`src/design/public_holiday_date_check_core_macros.svh`:
```
// Assertion helpers for the holiday date check block.
// Each helper takes a label, the clock, the active-low reset, an antecedent
// and a consequent. They compile to nothing when SYNTH is defined.
`ifndef PUBLIC_HOLIDAY_DATE_CHECK_CORE_MACROS_SVH
`define PUBLIC_HOLIDAY_DATE_CHECK_CORE_MACROS_SVH

`ifndef SYNTH

// Same-cycle implication
`define PHDC_ASSERT_IMPL(lbl, clk_s, rst_s, ante, cons) \
  lbl: assert property (@(posedge clk_s) disable iff (!rst_s) (ante) |-> (cons)) \
    else $error("phdc: assertion failed");

// Next-cycle implication
`define PHDC_ASSERT_NEXT(lbl, clk_s, rst_s, ante, cons) \
  lbl: assert property (@(posedge clk_s) disable iff (!rst_s) (ante) |=> (cons)) \
    else $error("phdc: assertion failed");

`else

`define PHDC_ASSERT_IMPL(lbl, clk_s, rst_s, ante, cons)
`define PHDC_ASSERT_NEXT(lbl, clk_s, rst_s, ante, cons)

`endif

`endif

```
`src/design/phdc_pkg.sv`:
```
package phdc_pkg;

  // Field widths
  localparam int DAY_W  = 5;
  localparam int MON_W  = 4;
  localparam int YEAR_W = 12;

  // Fixed holiday slots and configuration port
  localparam int FIXED_SLOTS = 8;
  localparam int CFG_IDX_W   = 3;
  localparam int CFG_DATA_W  = DAY_W + MON_W;

  typedef struct packed {
    logic [MON_W-1:0] month;
    logic [DAY_W-1:0] day;
  } hol_t;

  // Reciprocal multipliers for division by constants, exact over 12-bit years
  localparam logic [11:0] RECIP_19   = 12'd3450;   // >> 16
  localparam logic [12:0] RECIP_100  = 13'd5243;   // >> 19
  localparam logic [8:0]  RECIP_25   = 9'd328;     // >> 13
  localparam logic [9:0]  RECIP_30   = 10'd547;    // >> 14
  localparam logic [13:0] RECIP_7    = 14'd9363;   // >> 16

  // Months
  localparam logic [MON_W-1:0] MON_MAR = 4'd3;
  localparam logic [MON_W-1:0] MON_APR = 4'd4;
  localparam logic [MON_W-1:0] MON_MAY = 4'd5;
  localparam logic [MON_W-1:0] MON_JUN = 4'd6;

  // Offsets counted in days from the last day of February
  localparam logic [6:0] END_MAR = 7'd31;
  localparam logic [6:0] END_APR = 7'd61;
  localparam logic [6:0] END_MAY = 7'd92;

endpackage

```
`src/design/phdc_date_if.sv`:
```
interface phdc_date_if;
  logic                           valid;
  logic                           ready;
  logic [phdc_pkg::DAY_W-1:0]     day_of_month;
  logic [phdc_pkg::MON_W-1:0]     month_number;
  logic [phdc_pkg::YEAR_W-1:0]    year_number;

  modport source (output valid, day_of_month, month_number, year_number, input ready);
  modport sink   (input valid, day_of_month, month_number, year_number, output ready);
endinterface

```
`src/design/phdc_result_if.sv`:
```
interface phdc_result_if;
  logic valid;
  logic ready;
  logic is_holiday;

  modport source (output valid, is_holiday, input ready);
  modport sink   (input valid, is_holiday, output ready);
endinterface

```
`src/design/phdc_cfg_regs.sv`:
```
module phdc_cfg_regs (
  input  logic                             clk,
  input  logic                             rst_n,
  input  logic                             cfg_wr_en,
  input  logic [phdc_pkg::CFG_IDX_W-1:0]   cfg_index,
  input  logic [phdc_pkg::CFG_DATA_W-1:0]  cfg_wdata,
  output phdc_pkg::hol_t                   fixed_holiday [phdc_pkg::FIXED_SLOTS]
);
  import phdc_pkg::*;

  hol_t fixed_r [FIXED_SLOTS];

  // Register file: index decode, writes beyond the slot count fall away
  always_ff @(posedge clk) begin
    if (!rst_n) begin
      for (int k = 0; k < FIXED_SLOTS; k++) begin
        fixed_r[k] <= '0;
      end
    end else if (cfg_wr_en) begin
      for (int k = 0; k < FIXED_SLOTS; k++) begin
        if (cfg_index == CFG_IDX_W'(k)) begin
          fixed_r[k] <= hol_t'(cfg_wdata);
        end
      end
    end
  end

  assign fixed_holiday = fixed_r;

endmodule

```
`src/design/public_holiday_date_check_core.sv`:
```
// Holiday check for one Gregorian date.
// in_date carries day, month and year with a valid/ready handshake; a
// transfer happens at a rising edge with both high. out_result carries one
// is_holiday bit per date, in order, under the same handshake.
// Holidays are Easter Monday, Ascension and up to eight fixed day/month
// dates written through the cfg_ port (index 0..7, bits 4:0 day, 8:5 month,
// zero disables a slot). Write configuration only while the block is empty.
// Each date is registered in s1_r through s6_r and then in hit_r, which drives
// out_result. One date is taken per cycle while out_result is not stalled;
// the work is split over seven stages, each with one or two constant
// multiplies and a few narrow adds and compares.
// Each stage has its own valid bit and moves on when the next stage is empty
// or moving, so a stall at out_result fills the bubbles first and only then
// drops in_date.ready; nothing is dropped or repeated.
// Synchronous reset (rst_n low) empties the pipeline and clears all fixed
// holiday slots.
`include "public_holiday_date_check_core_macros.svh"

module public_holiday_date_check_core (
  input  logic                             clk,
  input  logic                             rst_n,
  phdc_date_if.sink                        in_date,
  phdc_result_if.source                    out_result,
  input  logic                             cfg_wr_en,
  input  logic [phdc_pkg::CFG_IDX_W-1:0]   cfg_index,
  input  logic [phdc_pkg::CFG_DATA_W-1:0]  cfg_wdata
);
  import phdc_pkg::*;

  localparam int NUM_ST = 7;

  typedef struct packed {
    logic [DAY_W-1:0]  day;
    logic [MON_W-1:0]  month;
    logic [YEAR_W-1:0] year;
    logic [7:0]        q19;
    logic [5:0]        cent;
  } st1_t;

  typedef struct packed {
    logic [DAY_W-1:0] day;
    logic [MON_W-1:0] month;
    logic [4:0]       g;
    logic [5:0]       cterm;
    logic [12:0]      yterm;
  } st2_t;

  typedef struct packed {
    logic [DAY_W-1:0] day;
    logic [MON_W-1:0] month;
    logic [4:0]       g;
    logic [8:0]       hs;
    logic [12:0]      yterm;
  } st3_t;

  typedef struct packed {
    logic [DAY_W-1:0] day;
    logic [MON_W-1:0] month;
    logic [4:0]       g;
    logic [8:0]       hs;
    logic [3:0]       hq;
    logic [12:0]      yterm;
  } st4_t;

  typedef struct packed {
    logic [DAY_W-1:0] day;
    logic [MON_W-1:0] month;
    logic [4:0]       i;
    logic [12:0]      jsum;
  } st5_t;

  typedef struct packed {
    logic [DAY_W-1:0] day;
    logic [MON_W-1:0] month;
    logic [4:0]       i;
    logic [12:0]      jsum;
    logic [9:0]       jq;
    logic             fixed_hit;
  } st6_t;

  hol_t fixed_holiday [FIXED_SLOTS];

  logic [NUM_ST-1:0] v_r;
  logic [NUM_ST-1:0] v_in;
  logic [NUM_ST-1:0] adv;

  st1_t s1_r, s1_nxt;
  st2_t s2_r, s2_nxt;
  st3_t s3_r, s3_nxt;
  st4_t s4_r, s4_nxt;
  st5_t s5_r, s5_nxt;
  st6_t s6_r, s6_nxt;
  logic hit_r, hit_nxt;

  logic [23:0] q19_prod;
  logic [24:0] cent_prod;
  logic [11:0] q19x19;
  logic [11:0] g_full;
  logic [4:0]  g2;
  logic [8:0]  c8p13;
  logic [17:0] t25_prod;
  logic [6:0]  cterm_full;
  logic [17:0] hq_prod;
  logic [8:0]  hq30;
  logic [8:0]  h_full;
  logic [4:0]  h5;
  logic        h_dec;
  logic [25:0] jq_prod;
  logic [12:0] jq7;
  logic [12:0] j_full;
  logic [2:0]  j7;
  logic [5:0]  e7;
  logic [6:0]  mon_off;
  logic [6:0]  asc_off;
  logic [6:0]  md_full;
  logic [MON_W-1:0] mm7;
  logic [6:0]  ad_full;
  logic [MON_W-1:0] am7;
  logic        fixed_any;

  // Fixed holiday slots
  phdc_cfg_regs u_cfg_regs (
    .clk           (clk),
    .rst_n         (rst_n),
    .cfg_wr_en     (cfg_wr_en),
    .cfg_index     (cfg_index),
    .cfg_wdata     (cfg_wdata),
    .fixed_holiday (fixed_holiday)
  );

  // Stage flow control: a stage loads when empty or when its item moves on
  always_comb begin
    adv[NUM_ST-1] = !v_r[NUM_ST-1] || out_result.ready;
    for (int k = NUM_ST - 2; k >= 0; k--) begin
      adv[k] = !v_r[k] || adv[k+1];
    end
  end

  assign v_in          = {v_r[NUM_ST-2:0], in_date.valid};
  assign in_date.ready = adv[0];

  always_ff @(posedge clk) begin
    if (!rst_n) begin
      v_r <= '0;
    end else begin
      for (int k = 0; k < NUM_ST; k++) begin
        if (adv[k]) begin
          v_r[k] <= v_in[k];
        end
      end
    end
  end

  // Stage 1: year / 19 and century by reciprocal multiply
  always_comb begin
    q19_prod     = 24'(in_date.year_number) * 24'(RECIP_19);
    cent_prod    = 25'(in_date.year_number) * 25'(RECIP_100);
    s1_nxt.day   = in_date.day_of_month;
    s1_nxt.month = in_date.month_number;
    s1_nxt.year  = in_date.year_number;
    s1_nxt.q19   = q19_prod[23:16];
    s1_nxt.cent  = cent_prod[24:19];
  end

  // Stage 2: golden number, century correction, weekday base term
  always_comb begin
    q19x19     = 12'(s1_r.q19) * 12'd19;
    g_full     = s1_r.year - q19x19;
    g2         = g_full[4:0];
    c8p13      = {s1_r.cent, 3'b000} + 9'd13;
    t25_prod   = 18'(c8p13) * 18'(RECIP_25);
    cterm_full = 7'(s1_r.cent) - 7'(s1_r.cent[5:2]) - 7'(t25_prod[17:13]) + 7'd15;
    s2_nxt.day   = s1_r.day;
    s2_nxt.month = s1_r.month;
    s2_nxt.g     = g2;
    s2_nxt.cterm = cterm_full[5:0];
    s2_nxt.yterm = 13'(s1_r.year) + 13'(s1_r.year[11:2]) + 13'd2
                   - 13'(s1_r.cent) + 13'(s1_r.cent[5:2]);
  end

  // Stage 3: epact sum before reduction
  always_comb begin
    s3_nxt.day   = s2_r.day;
    s3_nxt.month = s2_r.month;
    s3_nxt.g     = s2_r.g;
    s3_nxt.hs    = 9'(s2_r.cterm) + 9'(s2_r.g) * 9'd19;
    s3_nxt.yterm = s2_r.yterm;
  end

  // Stage 4: quotient of the sum by 30
  always_comb begin
    hq_prod      = 18'(s3_r.hs) * 18'(RECIP_30);
    s4_nxt.day   = s3_r.day;
    s4_nxt.month = s3_r.month;
    s4_nxt.g     = s3_r.g;
    s4_nxt.hs    = s3_r.hs;
    s4_nxt.hq    = hq_prod[17:14];
    s4_nxt.yterm = s3_r.yterm;
  end

  // Stage 5: h mod 30, Oudin's correction to i, weekday sum
  always_comb begin
    hq30   = 9'(s4_r.hq) * 9'd30;
    h_full = s4_r.hs - hq30;
    h5     = h_full[4:0];
    // h of 29, or 28 with a late golden number, steps back one day
    h_dec  = (h5 == 5'd29) || ((h5 == 5'd28) && (s4_r.g > 5'd10));
    s5_nxt.day   = s4_r.day;
    s5_nxt.month = s4_r.month;
    s5_nxt.i     = h5 - 5'(h_dec);
    s5_nxt.jsum  = s4_r.yterm + 13'(s5_nxt.i);
  end

  // Stage 6: weekday quotient, fixed holiday match
  always_comb begin
    jq_prod   = 26'(s5_r.jsum) * 26'(RECIP_7);
    fixed_any = 1'b0;
    for (int k = 0; k < FIXED_SLOTS; k++) begin
      if ((fixed_holiday[k] != '0) && (fixed_holiday[k].day == s5_r.day)
          && (fixed_holiday[k].month == s5_r.month)) begin
        fixed_any = 1'b1;
      end
    end
    s6_nxt.day       = s5_r.day;
    s6_nxt.month     = s5_r.month;
    s6_nxt.i         = s5_r.i;
    s6_nxt.jsum      = s5_r.jsum;
    s6_nxt.jq        = jq_prod[25:16];
    s6_nxt.fixed_hit = fixed_any;
  end

  // Stage 7: Easter as a day offset from end of February, then the two
  // movable feasts turned back into day and month
  always_comb begin
    jq7     = 13'(s6_r.jq) * 13'd7;
    j_full  = s6_r.jsum - jq7;
    j7      = j_full[2:0];
    e7      = 6'(s6_r.i) + 6'd28 - 6'(j7);
    mon_off = 7'(e7) + 7'd1;
    asc_off = 7'(e7) + 7'd39;

    // Easter Monday
    if (mon_off <= END_MAR) begin
      md_full = mon_off;
      mm7     = MON_MAR;
    end else begin
      md_full = mon_off - END_MAR;
      mm7     = MON_APR;
    end

    // Ascension: never earlier than the last day of April
    if (asc_off <= END_APR) begin
      ad_full = asc_off - END_MAR;
      am7     = MON_APR;
    end else if (asc_off <= END_MAY) begin
      ad_full = asc_off - END_APR;
      am7     = MON_MAY;
    end else begin
      ad_full = asc_off - END_MAY;
      am7     = MON_JUN;
    end

    hit_nxt = s6_r.fixed_hit
              || ((s6_r.day == md_full[4:0]) && (s6_r.month == mm7))
              || ((s6_r.day == ad_full[4:0]) && (s6_r.month == am7));
  end

  // Payload registers
  always_ff @(posedge clk) begin
    if (adv[0]) begin
      s1_r <= s1_nxt;
    end
    if (adv[1]) begin
      s2_r <= s2_nxt;
    end
    if (adv[2]) begin
      s3_r <= s3_nxt;
    end
    if (adv[3]) begin
      s4_r <= s4_nxt;
    end
    if (adv[4]) begin
      s5_r <= s5_nxt;
    end
    if (adv[5]) begin
      s6_r <= s6_nxt;
    end
    if (adv[6]) begin
      hit_r <= hit_nxt;
    end
  end

  assign out_result.valid      = v_r[NUM_ST-1];
  assign out_result.is_holiday = hit_r;

  // Checks
  `PHDC_ASSERT_IMPL(a_ready_when_out_empty, clk, rst_n, !v_r[NUM_ST-1], in_date.ready)
  `PHDC_ASSERT_IMPL(a_golden_range, clk, rst_n, v_r[0], g2 < 5'd19)
  `PHDC_ASSERT_IMPL(a_epact_range, clk, rst_n, v_r[3], h5 < 5'd30)
  `PHDC_ASSERT_IMPL(a_easter_range, clk, rst_n, v_r[5], (e7 >= 6'd22) && (e7 <= 6'd56))
  `PHDC_ASSERT_NEXT(a_held_item_kept, clk, rst_n, v_r[4] && !adv[4], v_r[4])

endmodule

```
`src/flat_wrapper.sv`:
```
// flat-port wrapper written by rule: the top's interface ports become plain ports
module public_holiday_date_check_core_flat import phdc_pkg::*;
  (clk, rst_n, cfg_wr_en, cfg_index, cfg_wdata, in_date_valid, in_date_day_of_month, in_date_month_number, in_date_year_number, in_date_ready, out_result_valid, out_result_is_holiday, out_result_ready);
  phdc_date_if in_date_i ();
  phdc_result_if out_result_i ();
  input  logic clk;
  input  logic rst_n;
  input  logic cfg_wr_en;
  input  logic [phdc_pkg::CFG_IDX_W-1:0] cfg_index;
  input  logic [phdc_pkg::CFG_DATA_W-1:0] cfg_wdata;
  input wire logic [$bits(in_date_i.valid)-1:0] in_date_valid;
  input wire logic [$bits(in_date_i.day_of_month)-1:0] in_date_day_of_month;
  input wire logic [$bits(in_date_i.month_number)-1:0] in_date_month_number;
  input wire logic [$bits(in_date_i.year_number)-1:0] in_date_year_number;
  output wire logic [$bits(in_date_i.ready)-1:0] in_date_ready;
  output wire logic [$bits(out_result_i.valid)-1:0] out_result_valid;
  output wire logic [$bits(out_result_i.is_holiday)-1:0] out_result_is_holiday;
  input wire logic [$bits(out_result_i.ready)-1:0] out_result_ready;
  assign in_date_i.valid = in_date_valid;
  assign in_date_i.day_of_month = in_date_day_of_month;
  assign in_date_i.month_number = in_date_month_number;
  assign in_date_i.year_number = in_date_year_number;
  assign in_date_ready = in_date_i.ready;
  assign out_result_valid = out_result_i.valid;
  assign out_result_is_holiday = out_result_i.is_holiday;
  assign out_result_i.ready = out_result_ready;
  public_holiday_date_check_core u_core (.clk(clk), .rst_n(rst_n), .in_date(in_date_i), .out_result(out_result_i), .cfg_wr_en(cfg_wr_en), .cfg_index(cfg_index), .cfg_wdata(cfg_wdata));
endmodule
```
`config.mk`:
```
export PLATFORM = sky130hd
export DESIGN_NAME = public_holiday_date_check_core_flat
export DESIGN_NICKNAME = d
export VERILOG_FILES = /design/src/design/phdc_pkg.sv /design/src/design/phdc_date_if.sv /design/src/design/phdc_result_if.sv /design/src/design/phdc_cfg_regs.sv /design/src/design/public_holiday_date_check_core.sv /design/src/flat_wrapper.sv
export VERILOG_INCLUDE_DIRS = /design/src /design/src/design
export SDC_FILE = /design/constraint.sdc
export NUM_CORES = 1
export LEC_CHECK = 0
export BUFFER_PORTS_ARGS = -buffer_cell sky130_fd_sc_hd__clkbuf_2
export CAP_MARGIN = 20
export CORE_MARGIN = 2
export CORE_UTILIZATION = 65
export CTS_BUF_LIST = sky130_fd_sc_hd__clkbuf_16
export DETAILED_ROUTE_END_ITERATION = 8
export MAX_ROUTING_LAYER = met4
export PLACE_DENSITY = 0.89
export SLEW_MARGIN = 20
export SYNTH_ARGS = -nofsm -noshare
export SYNTH_HDL_FRONTEND = slang
export SYNTH_SLANG_ARGS = --single-unit
```
`constraint.sdc`:
```
create_clock -name clk -period 6.9 [get_ports clk]
set_clock_uncertainty 0.1 [all_clocks]
set_input_delay 1.725 -clock clk [delete_from_list [all_inputs] [get_ports clk]]
set_output_delay 1.725 -clock clk [all_outputs]
set_load 0.005 [all_outputs]
```
# == After elaboration in Yosys (flattened, before gate mapping) ==
# Index checks and enable logic that the tools add are counted.
# Widths: inputs -> output; s select.
# totals
ff_bits,275
latch_bits,0
ram_bits,0
rom_bits,0
inputBits,38
output_inout_bits,3
word_cells,180
memories,0
# classes
addsub,22
n_mul,9
div,0
magnitude_cmp,4
n_eq_ne,29
shift,0
n_mux,7
bitwise_logic,0
reduce_logical,54
# op_table
op,n
$reduce_bool 9->1,8
$eq 5x5->1,10
$eq 4x4->1,9
$mul 13x14->26 const B,1
$mul 12x13->25 const B,1
$mul 12x11->23 const B,1
$sub 5x5->5 const B,4
$logic_and 1x1->1,19
$mul 9x10->18 const B,1
$reduce_and 2->1,8
$mul 9x6->15 const B,1
$mux 5,3
$add 12x10->13,1
$add 13x2->13 const B,1
$add 13x4->13,1
$add 13x5->13,1
$sub 13x6->13,1
$eq 3x3->1 const B,4
$eq 5x5->1 const B,2
$logic_or 1x1->1,10
$mul 10x3->3 const B,1
$sub 5x5->5,2
$add 6x9->9,1
$add 9x4->9 const B,1
other kinds (26),33

# == Depth between registers and ports, before layout ==
# Gate-level depths: netlist of run 1.
# logic_depth
ltp_word,10
mapped_depth,23
depth_no_buf,23

# == Cells and area by module ==
# From an unflattened synthesis of run 1, not the netlist that was laid out.
# hier_totals
cells_unflattened,1843
area_unflattened_um2,20794.9
# modules_own_cells
mod,instances,cells_per_inst,area_each_um2,seq_area_each_um2
public_holiday_date_check_core,1,1593,18169.9,5725.5
phdc_cfg_regs,1,250,2625.0,1441.4

# == Worst setup path after synthesis of run 1 ==
# No wires, ideal clock.
# synth_path
path_type,input port to flip-flop
from,in in_date_year_number[6]
to,"reg u_core.s1_r[5] in the netlist's numbering, data pin"
setup_ns,0.266
t_arrival_ns,5.995
required_ns,6.534
setup_slack_ns,0.539
cell_stages,16
n_path_buf,0
path_cell_list,fa_1 fa_1 inv_1 fa_1 inv_1 fa_1 fa_1 ha_1 nor3_1 o21ai_0 o311ai_1 a211oi_1 o21ai_0 a21boi_1 o41ai_1 xnor2_1
# synth_via
elab_chain_len,1
# synth_rtl
item,line_no,text
start: declaration,flat_wrapper.sv:14,input wire logic [$bits(in_date_i.year_number)-1:0] in_date_year_number;
$mul 12x13->25,public_holiday_date_check_core.sv:157,cent_prod = 25'(in_date.year_number) * 25'(RECIP_100);
named net u_core.cent_prod[24],public_holiday_date_check_core.sv:96,logic [24:0] cent_prod;
end signal: assignment,public_holiday_date_check_core.sv:271,s1_r <= s1_nxt;
end: declaration,public_holiday_date_check_core.sv:87,"st1_t s1_r, s1_nxt;"
# The timed path passes the listed nets, and every way through them passes these cells.
# A chain may end at the register's enable or synchronous reset.

# == Final worst setup path of run 1 ==
# layout_path
from,in in_date_year_number[8]
to,"reg u_core.s1_r[5] in the netlist's numbering, data pin"
# The elaborated chain is that of the path after synthesis.

==> results.py, run 1 <==
metrics = {
    "yosys": {
        "synth_compound_area_share_pct": 7.96,
        "synth_fp_nets": 2423,
        "synth_common_cells": "inv_1 (340), ha_1 (331), edfxtp_1 (186)",
        "yosysTopAreaCellShare_pct": 26.9,
        "syn_area_sq_mm": 0.0208,
        "syn_inst": 1897,
        "ys_seq_elements": 265,
        "synth_top_family_by_area": "adder cells",
        "synthSimpleGateAreaFrac_pct": 8.23,
        "synth-main-ff-cell": "edfxtp_1",
        "synth_xor_area_share_pct": 7.19,
        "syn_area_per_cell_sq_um": 10.9,
        "synth_top_area_cell": "edfxtp_1",
        "yosys.cell_types.count": 69,
        "ys_top_cells_by_area": "edfxtp_1 (27%), ha_1 (20%), fa_1 (15%)",
        "synth_edf_count": 186,
        "synth_mux_area_share_pct": 0.145,
        "yosysMostFrequentCell": "inv_1",
        "synthAdderAreaFrac_pct": 35.1,
        "async_reset_ff_share_pct": 0,
        "ys_seq_area_share_pct": 34.5,
        "ys_warn_count": 0,
    },
    "worst_setup_path": {
        "cp.buffers_inverters": 3,
        "cp.arrival_ps": 6700,
        "critical_path_class": "input pin to register",
        "cp_slowest_stage_delay_ps": 580,
        "path_cells": "clkbuf_2 > fa_1 > fa_1 > inv_1 > fa_1 > inv_1 > fa_1 > fa_1 > ha_1 > nor3_1 > o21ai_0 > o311ai_1 > a211oi_1 > o21ai_0 > a21boi_1 > o41ai_1 > xnor2_1",
        "required_ps": 7060,
        "critPathCaptureType": "register",
        "critPathLaunchType": "input pin",
        "cpMostUsedCell": "fa_1",
        "worstPathMaxFanout": 3,
        "cp_slowest_cell": "fa_1",
        "cpLargestDelayFamily": "adder cells",
    },
    "cts": {
        "ctsHoldBuffers": 0,
        "htree_levels": 1,
        "clockRootBuffer": "clkbuf_16",
        "post-cts-setup-buffer-count": 0,
        "cts_tree": "yes",
        "post_cts_resized": 0,
        "cts_made_buffers": 26,
        "clock_path_buffers": 3,
        "clk_pin_slew_ps": 60,
        "clk_latency_ps": 530,
        "clkSinkCount": 265,
    },
    "global_route": {
        "overflow": 0,
        "grt_pass1_vias": 14900,
        "grt_pass1_wl_microns": 71500,
        "grt_max_degree": 80,
        "antenna_found_initial": 0,
        "grt_usage_pct": 27.6,
    },
    "sta": {
        "rsz0062_at_grt": "false",
        "period_minus_slack_ps": 6540,
        "fmax_mhz": 153,
        "hold_slack_ps": 317,
        "slew_headroom_pct": 30.2,
        "tightest_slew_ps": 1040,
        "slew_violations": 0,
        "setup_violations": 0,
        "fin_ws_ps": 355,
        "fin_crit_sh_pct": 94.9,
        "finalHoldViolCount": 0,
    },
    "final_layout": {
        "nets": 2474,
        "diodes": 0,
        "syn_to_final_growth_pct": 7.47,
        "drive_gt1_share_pct": 6.10,
        "postLayoutCellArea_sq_mm": 0.0223,
    },
    "detailed_routing": {
        "vias_per_cell": 5.82,
        "drt-pass1-iter-count": 5,
        "wire_per_inst_microns": 18.1,
        "wirelength_microns": 42800,
        "drtIter0Drc": 1041,
        "drc": 0,
        "antenna_left": 0,
        "vias": 13800,
    },
    "placed_design": {
        "port_buffers": 40,
        "post_dp_cell_area_sq_mm": 0.0215,
        "dp_slack_ps": -141,
        "place.gp.congestion": 0.936,
        "dpl.hpwl_microns": 32500,
    },
    "floorplan": {
        "chipHeight_microns": 183,
        "io-pin-count": 41,
        "die_x_microns": 183,
        "core_sq_mm": 0.0315,
        "rows": 65,
        "dieArea_sq_mm": 0.0334,
        "start_util_pct": 66.0,
    },
    "run_status": {
        "status": "complete, no violations",
    },
    "job": {
        "maxCapViolCount": 0,
    },
    "hold_path": {
        "hold_path.class": "register to register",
    },
}
[placed cells by master (no fill, tap or decap), types with 20 or more instances in the layout]
| master | n |
|---|---|
| a21boi_0 | 73 |
| a21oi_1 | 49 |
| clkbuf_16 | 27 |
| clkbuf_2 | 39 |
| dfxtp_1 | 79 |
| edfxtp_1 | 186 |
| fa_1 | 157 |
| ha_1 | 331 |
| inv_1 | 342 |
| nand2_1 | 172 |
| nand3_1 | 21 |
| nor2_1 | 49 |
| nor2b_1 | 20 |
| nor3_1 | 27 |
| xnor2_1 | 142 |
| xor2_1 | 21 |
[final cells by class]
class	instances	area (sq um)
Tap cell	402	503
Multi-Input combinational cell	1256	12200
Sequential cell	265	7170
Fill cell	2020	9170
Clock inverter	21	174
Clock buffer	27	676
Timing Repair Buffer	59	345
Inverter	340	1280
[registers in the layout, summed over array words and instances, names as in the netlist]
register                         count
u_core.s2_r                         33
u_core.v_r                           7
u_core.s4_r                         36
u_core.out_result.is_holiday         1
u_core.s1_r                         32
u_core.s6_r                         21
u_core.s3_r                         36
u_core.s5_r                         27
u_core.u_cfg_regs.fixed_holiday     72
[path summary, 6_finish.rpt]
check	startpoint	to	slack [ps]	depth (start not counted)
setup / recovery	in_date_year_number[8]	u_core.s1_r[5]	360	17
hold / removal	u_core.s3_r[24]	u_core.s4_r[28]	320	0
setup reg to reg	u_core.s6_r[1]	u_core.out_result.is_holiday	980	20
hold reg to reg	u_core.s3_r[24]	u_core.s4_r[28]	320	0
[cell families (layout without fill, tap and decap cells)]
kind of cell | Yosys count | in the layout
fa+ha+maj | 488 | 488
buf+inv | 376 | 447
simple gates | 365 | 365
flops | 265 | 265
compound gates | 233 | 233
xor+xnor | 167 | 167
mux | 3 | 3
[layer usage]
metal	vias to the layer above	part of all wire (%)	wire length (microns)	GRT usage (%)
met5	-	0	0	-
met3	128	6.3	2680	3.57
met1	6721	40	17100	33.7
li1	6455	-	-	-
met2	482	51	21700	47.8
met4	0	3.0	1280	8.77
[worst reg2reg max path: cells and delay by family, from the launching register on]
| kind | cells | cell delay [ps] |
|---|---|---|
| compound gates | 5 | 920 |
| xor+xnor | 4 | 840 |
| fa+ha+maj | 5 | 2380 |
| buf+inv | 1 | 60 |
| flops | 1 | 440 |
| mux | 1 | 220 |
| simple gates | 4 | 760 |
[stage by stage]
stage / TNS (ps) / std cells / utilization [%]
floorplan: 0 / 1897 / -
global placement: 0 / 2322 / 68.2
detailed placement: -304 / 2322 / 68.2
CTS: 0 / 2370 / 70.9
global route: 0 / 2370 / 70.9
finish: 0 / 2370 / 70.9
Power of run 1 is left out: the tool's default activity adds up to more than one toggle a clock period on the data nets, which glitch-free logic cannot reach.
==> run 2, diff against run 1 <==
--- a/config.mk
+++ b/config.mk
@@ -6,11 +6,12 @@
 export SDC_FILE = /design/constraint.sdc
 export NUM_CORES = 1
 export LEC_CHECK = 0
+export ABC_AREA = 1
 export BUFFER_PORTS_ARGS = -buffer_cell sky130_fd_sc_hd__clkbuf_2
 export CAP_MARGIN = 20
 export CORE_MARGIN = 2
 export CORE_UTILIZATION = 65
-export CTS_BUF_LIST = sky130_fd_sc_hd__clkbuf_16
+export CTS_BUF_LIST = sky130_fd_sc_hd__clkbuf_4 sky130_fd_sc_hd__clkbuf_8 sky130_fd_sc_hd__clkbuf_16
 export DETAILED_ROUTE_END_ITERATION = 8
 export MAX_ROUTING_LAYER = met4
 export PLACE_DENSITY = 0.89
==> run 2 against run 1 <==
Against the previous run:
- register-to-register slack gained 420 ps
- critical path type unchanged
- non-clock buffer count fell by 12
- core utilization increased by 0.50 points
- die area increased by 1.4%
- first-iteration DRC count rose by 54%
- design area up 1.5%
- critical endpoint is now u_core.s1_r[3]
==> results.py, run 2 <==
metrics = {
    "run_status": {
        "status": "complete, no violations",
    },
    "hold_path": {
        "hold_end": "u_core.s4_r[9]",
        "hold_path.class": "register to register",
        "worstHoldStart": "u_core.s3_r[9]",
        "hold_depth": 0,
    },
    "sta": {
        "fin_tns_setup_ps": 0,
        "fmax_mhz": 168,
        "tightest_slew_ps": 713,
        "slew_headroom_pct": 52.5,
        "fin_crit_sh_pct": 86.2,
        "rsz0062_at_grt": "false",
        "period_minus_slack_ps": 5950,
        "finalHoldViolCount": 0,
        "setup_violations": 0,
        "slew_violations": 0,
    },
    "final_layout": {
        "fillers": 2100,
        "multi_input_area_sq_mm": 0.0120,
        "syn_to_final_growth_pct": 7.52,
        "final_cells": 2600,
        "layout_common_cells": "inv_1 (480), ha_1 (331), edfxtp_1 (186)",
        "seqCellArea_sq_mm": 0.00717,
        "diodes": 0,
        "largest_register_ffs": 72,
        "nets": 2703,
        "utilization_pct": 71.4,
        "drive_gt1_share_pct": 6.19,
        "mostFrequentLayoutCell": "inv_1",
    },
    "global_route": {
        "grt_usage_pct": 29.1,
        "grt_max_degree": 75,
        "antenna_found_initial": 0,
        "grt_pass1_vias": 16100,
        "overflow": 0,
        "grt_pass1_wl_microns": 76300,
    },
    "yosys": {
        "yosysTopAreaCellShare_pct": 26.5,
        "syn_area_sq_mm": 0.0211,
        "syn_area_per_cell_sq_um": 9.90,
        "synth-main-ff-cell": "edfxtp_1",
        "ys_warn_count": 0,
        "ys_top_cells_by_area": "edfxtp_1 (27%), ha_1 (20%), fa_1 (15%)",
        "async_reset_ff_share_pct": 0,
        "ys_seq_elements": 265,
        "synth_top_area_cell": "edfxtp_1",
        "yosys.cell_types.count": 42,
        "synth_fp_nets": 2653,
        "ys_seq_area_share_pct": 34.0,
        "synth_edf_count": 186,
        "syn_inst": 2127,
        "yosysMostFrequentCell": "inv_1",
        "synth_common_cells": "inv_1 (482), ha_1 (331), edfxtp_1 (186)",
    },
    "detailed_routing": {
        "wire_per_inst_microns": 17.8,
        "vias_per_cell": 5.83,
        "antenna_left": 0,
        "wirelength_microns": 46200,
        "drt-pass1-iter-count": 9,
        "drtIter0Drc": 1598,
        "drc": 0,
        "vias": 15200,
    },
    "placed_design": {
        "place.gp.congestion": 0.974,
        "dp.cells": 2550,
        "port_buffers": 40,
        "dpl.hpwl_microns": 34500,
    },
    "worst_setup_path": {
        "critPathLaunchType": "input pin",
        "path_cells": "clkbuf_2 > fa_1 > inv_1 > fa_1 > inv_1 > fa_1 > fa_1 > fa_1 > ha_1 > a21oi_1 > o21ai_0 > a21oi_1 > nand2_1 > nand3_1 > nand2_1 > a21oi_1 > xor2_1",
        "worst-path-stages": 17,
        "rr_startpoint": "u_core.s1_r[0]",
        "cp.buffers_inverters": 3,
        "cp.arrival_ps": 6120,
        "r2r_cells": 22,
        "required_ps": 7070,
        "worstPathMaxFanout": 10,
        "cp_slowest_cell": "fa_1",
        "cp_slowest_stage_delay_ps": 630,
        "regToRegSetupSlack_ps": 1400,
        "cpLargestDelayFamily": "adder cells",
        "cpMostUsedCell": "fa_1",
        "critical_path_class": "input pin to register",
        "regToRegEndpoint": "u_core.s2_r[18]",
        "critPathCaptureType": "register",
    },
    "floorplan": {
        "dieArea_sq_mm": 0.0339,
        "die_x_microns": 184,
        "start_util_pct": 66.4,
        "core_sq_mm": 0.0317,
        "rows": 65,
        "io-pin-count": 41,
        "chipHeight_microns": 184,
    },
    "cts": {
        "clk_latency_ps": 540,
        "ctsHoldBuffers": 0,
        "post-cts-setup-buffer-count": 0,
        "clockRootBuffer": "clkbuf_16",
        "clk_pin_slew_ps": 60,
        "clkSinkCount": 265,
        "cts_tree": "yes",
        "post_cts_resized": 0,
        "clock_path_buffers": 3,
        "cts_made_buffers": 27,
        "htree_levels": 1,
    },
    "job": {
        "maxCapViolCount": 0,
    },
}
[run 2: changes by cell type after synthesis, moves of 50 or more]
cell	before	now
xor2_1	21	78
nand3_1	21	71
nor2_1	49	115
xnor2_1	142	42
a21boi_0	73	0
o21ai_0	14	107
inv_1	340	482
a21oi_1	49	133
[run 2: stage by stage]
| stage | hold WS, ps | worst slack [ps] | area [sq um] |
|---|---|---|---|
| floorplan | 300 | 12.2 | 21100 |
| global placement | 300 | 593 | 21700 |
| detailed placement | 305 | 501 | 21700 |
| CTS | 318 | 1050 | 22600 |
| global route | 325 | 758 | 22600 |
| finish | 318 | 955 | 22600 |
[run 2: per-layer routing]
metal / wire (microns) / up-vias / track usage, %
li1: - / 7052 / -
met1: 17100 / 7262 / 33.9
met2: 24000 / 655 / 51.4
met3: 3220 / 192 / 3.21
met4: 1850 / 0 / 11.7
met5: 0 / - / -
[run 2: cell type report]
| cell class | count | area share, % |
|---|---|---|
| Clock buffer | 37 | 3.48 |
| Multi-Input combinational cell | 1347 | 52.8 |
| Sequential cell | 265 | 31.7 |
| Timing Repair Buffer | 47 | 1.12 |
| Clock inverter | 13 | 0.547 |
| Tap cell | 402 | 2.22 |
| Inverter | 489 | 8.14 |
[run 2: worst register-to-register path: cells and delay by family, from the launching register on]
kind / cells / cell delay, ps
flip-flops: 1 / 520
adder cells (fa/ha/maj): 8 / 2860
AND/OR/NAND/NOR: 2 / 160
AO/OA/AOI/OAI: 5 / 900
XOR/XNOR: 3 / 490
buffers and inverters: 4 / 210
[run 2: how the worst max path moves through the flow]
stage                            from              to  slack, ps
5_1_grt        in_date_year_number[9]  u_core.s1_r[3]        760
6_report       in_date_year_number[9]  u_core.s1_r[3]        950
2_1_floorplan        out_result_ready   in_date_ready         10
4_1_cts        in_date_year_number[9]  u_core.s1_r[3]       1050
3_5_place_dp   in_date_year_number[9]  u_core.s1_r[3]        500
3_3_place_gp   in_date_year_number[9]  u_core.s1_r[3]        590
[run 2: cell families after synthesis]
| family | share of synthesized area (%) |
|---|---|
| simple gates | 9.41 |
| compound gates | 7.77 |
| xor+xnor | 4.99 |
| flops | 34.0 |
| buf+inv | 9.20 |
| fa+ha+maj | 34.6 |
Power of run 2 is left out for the same reason.
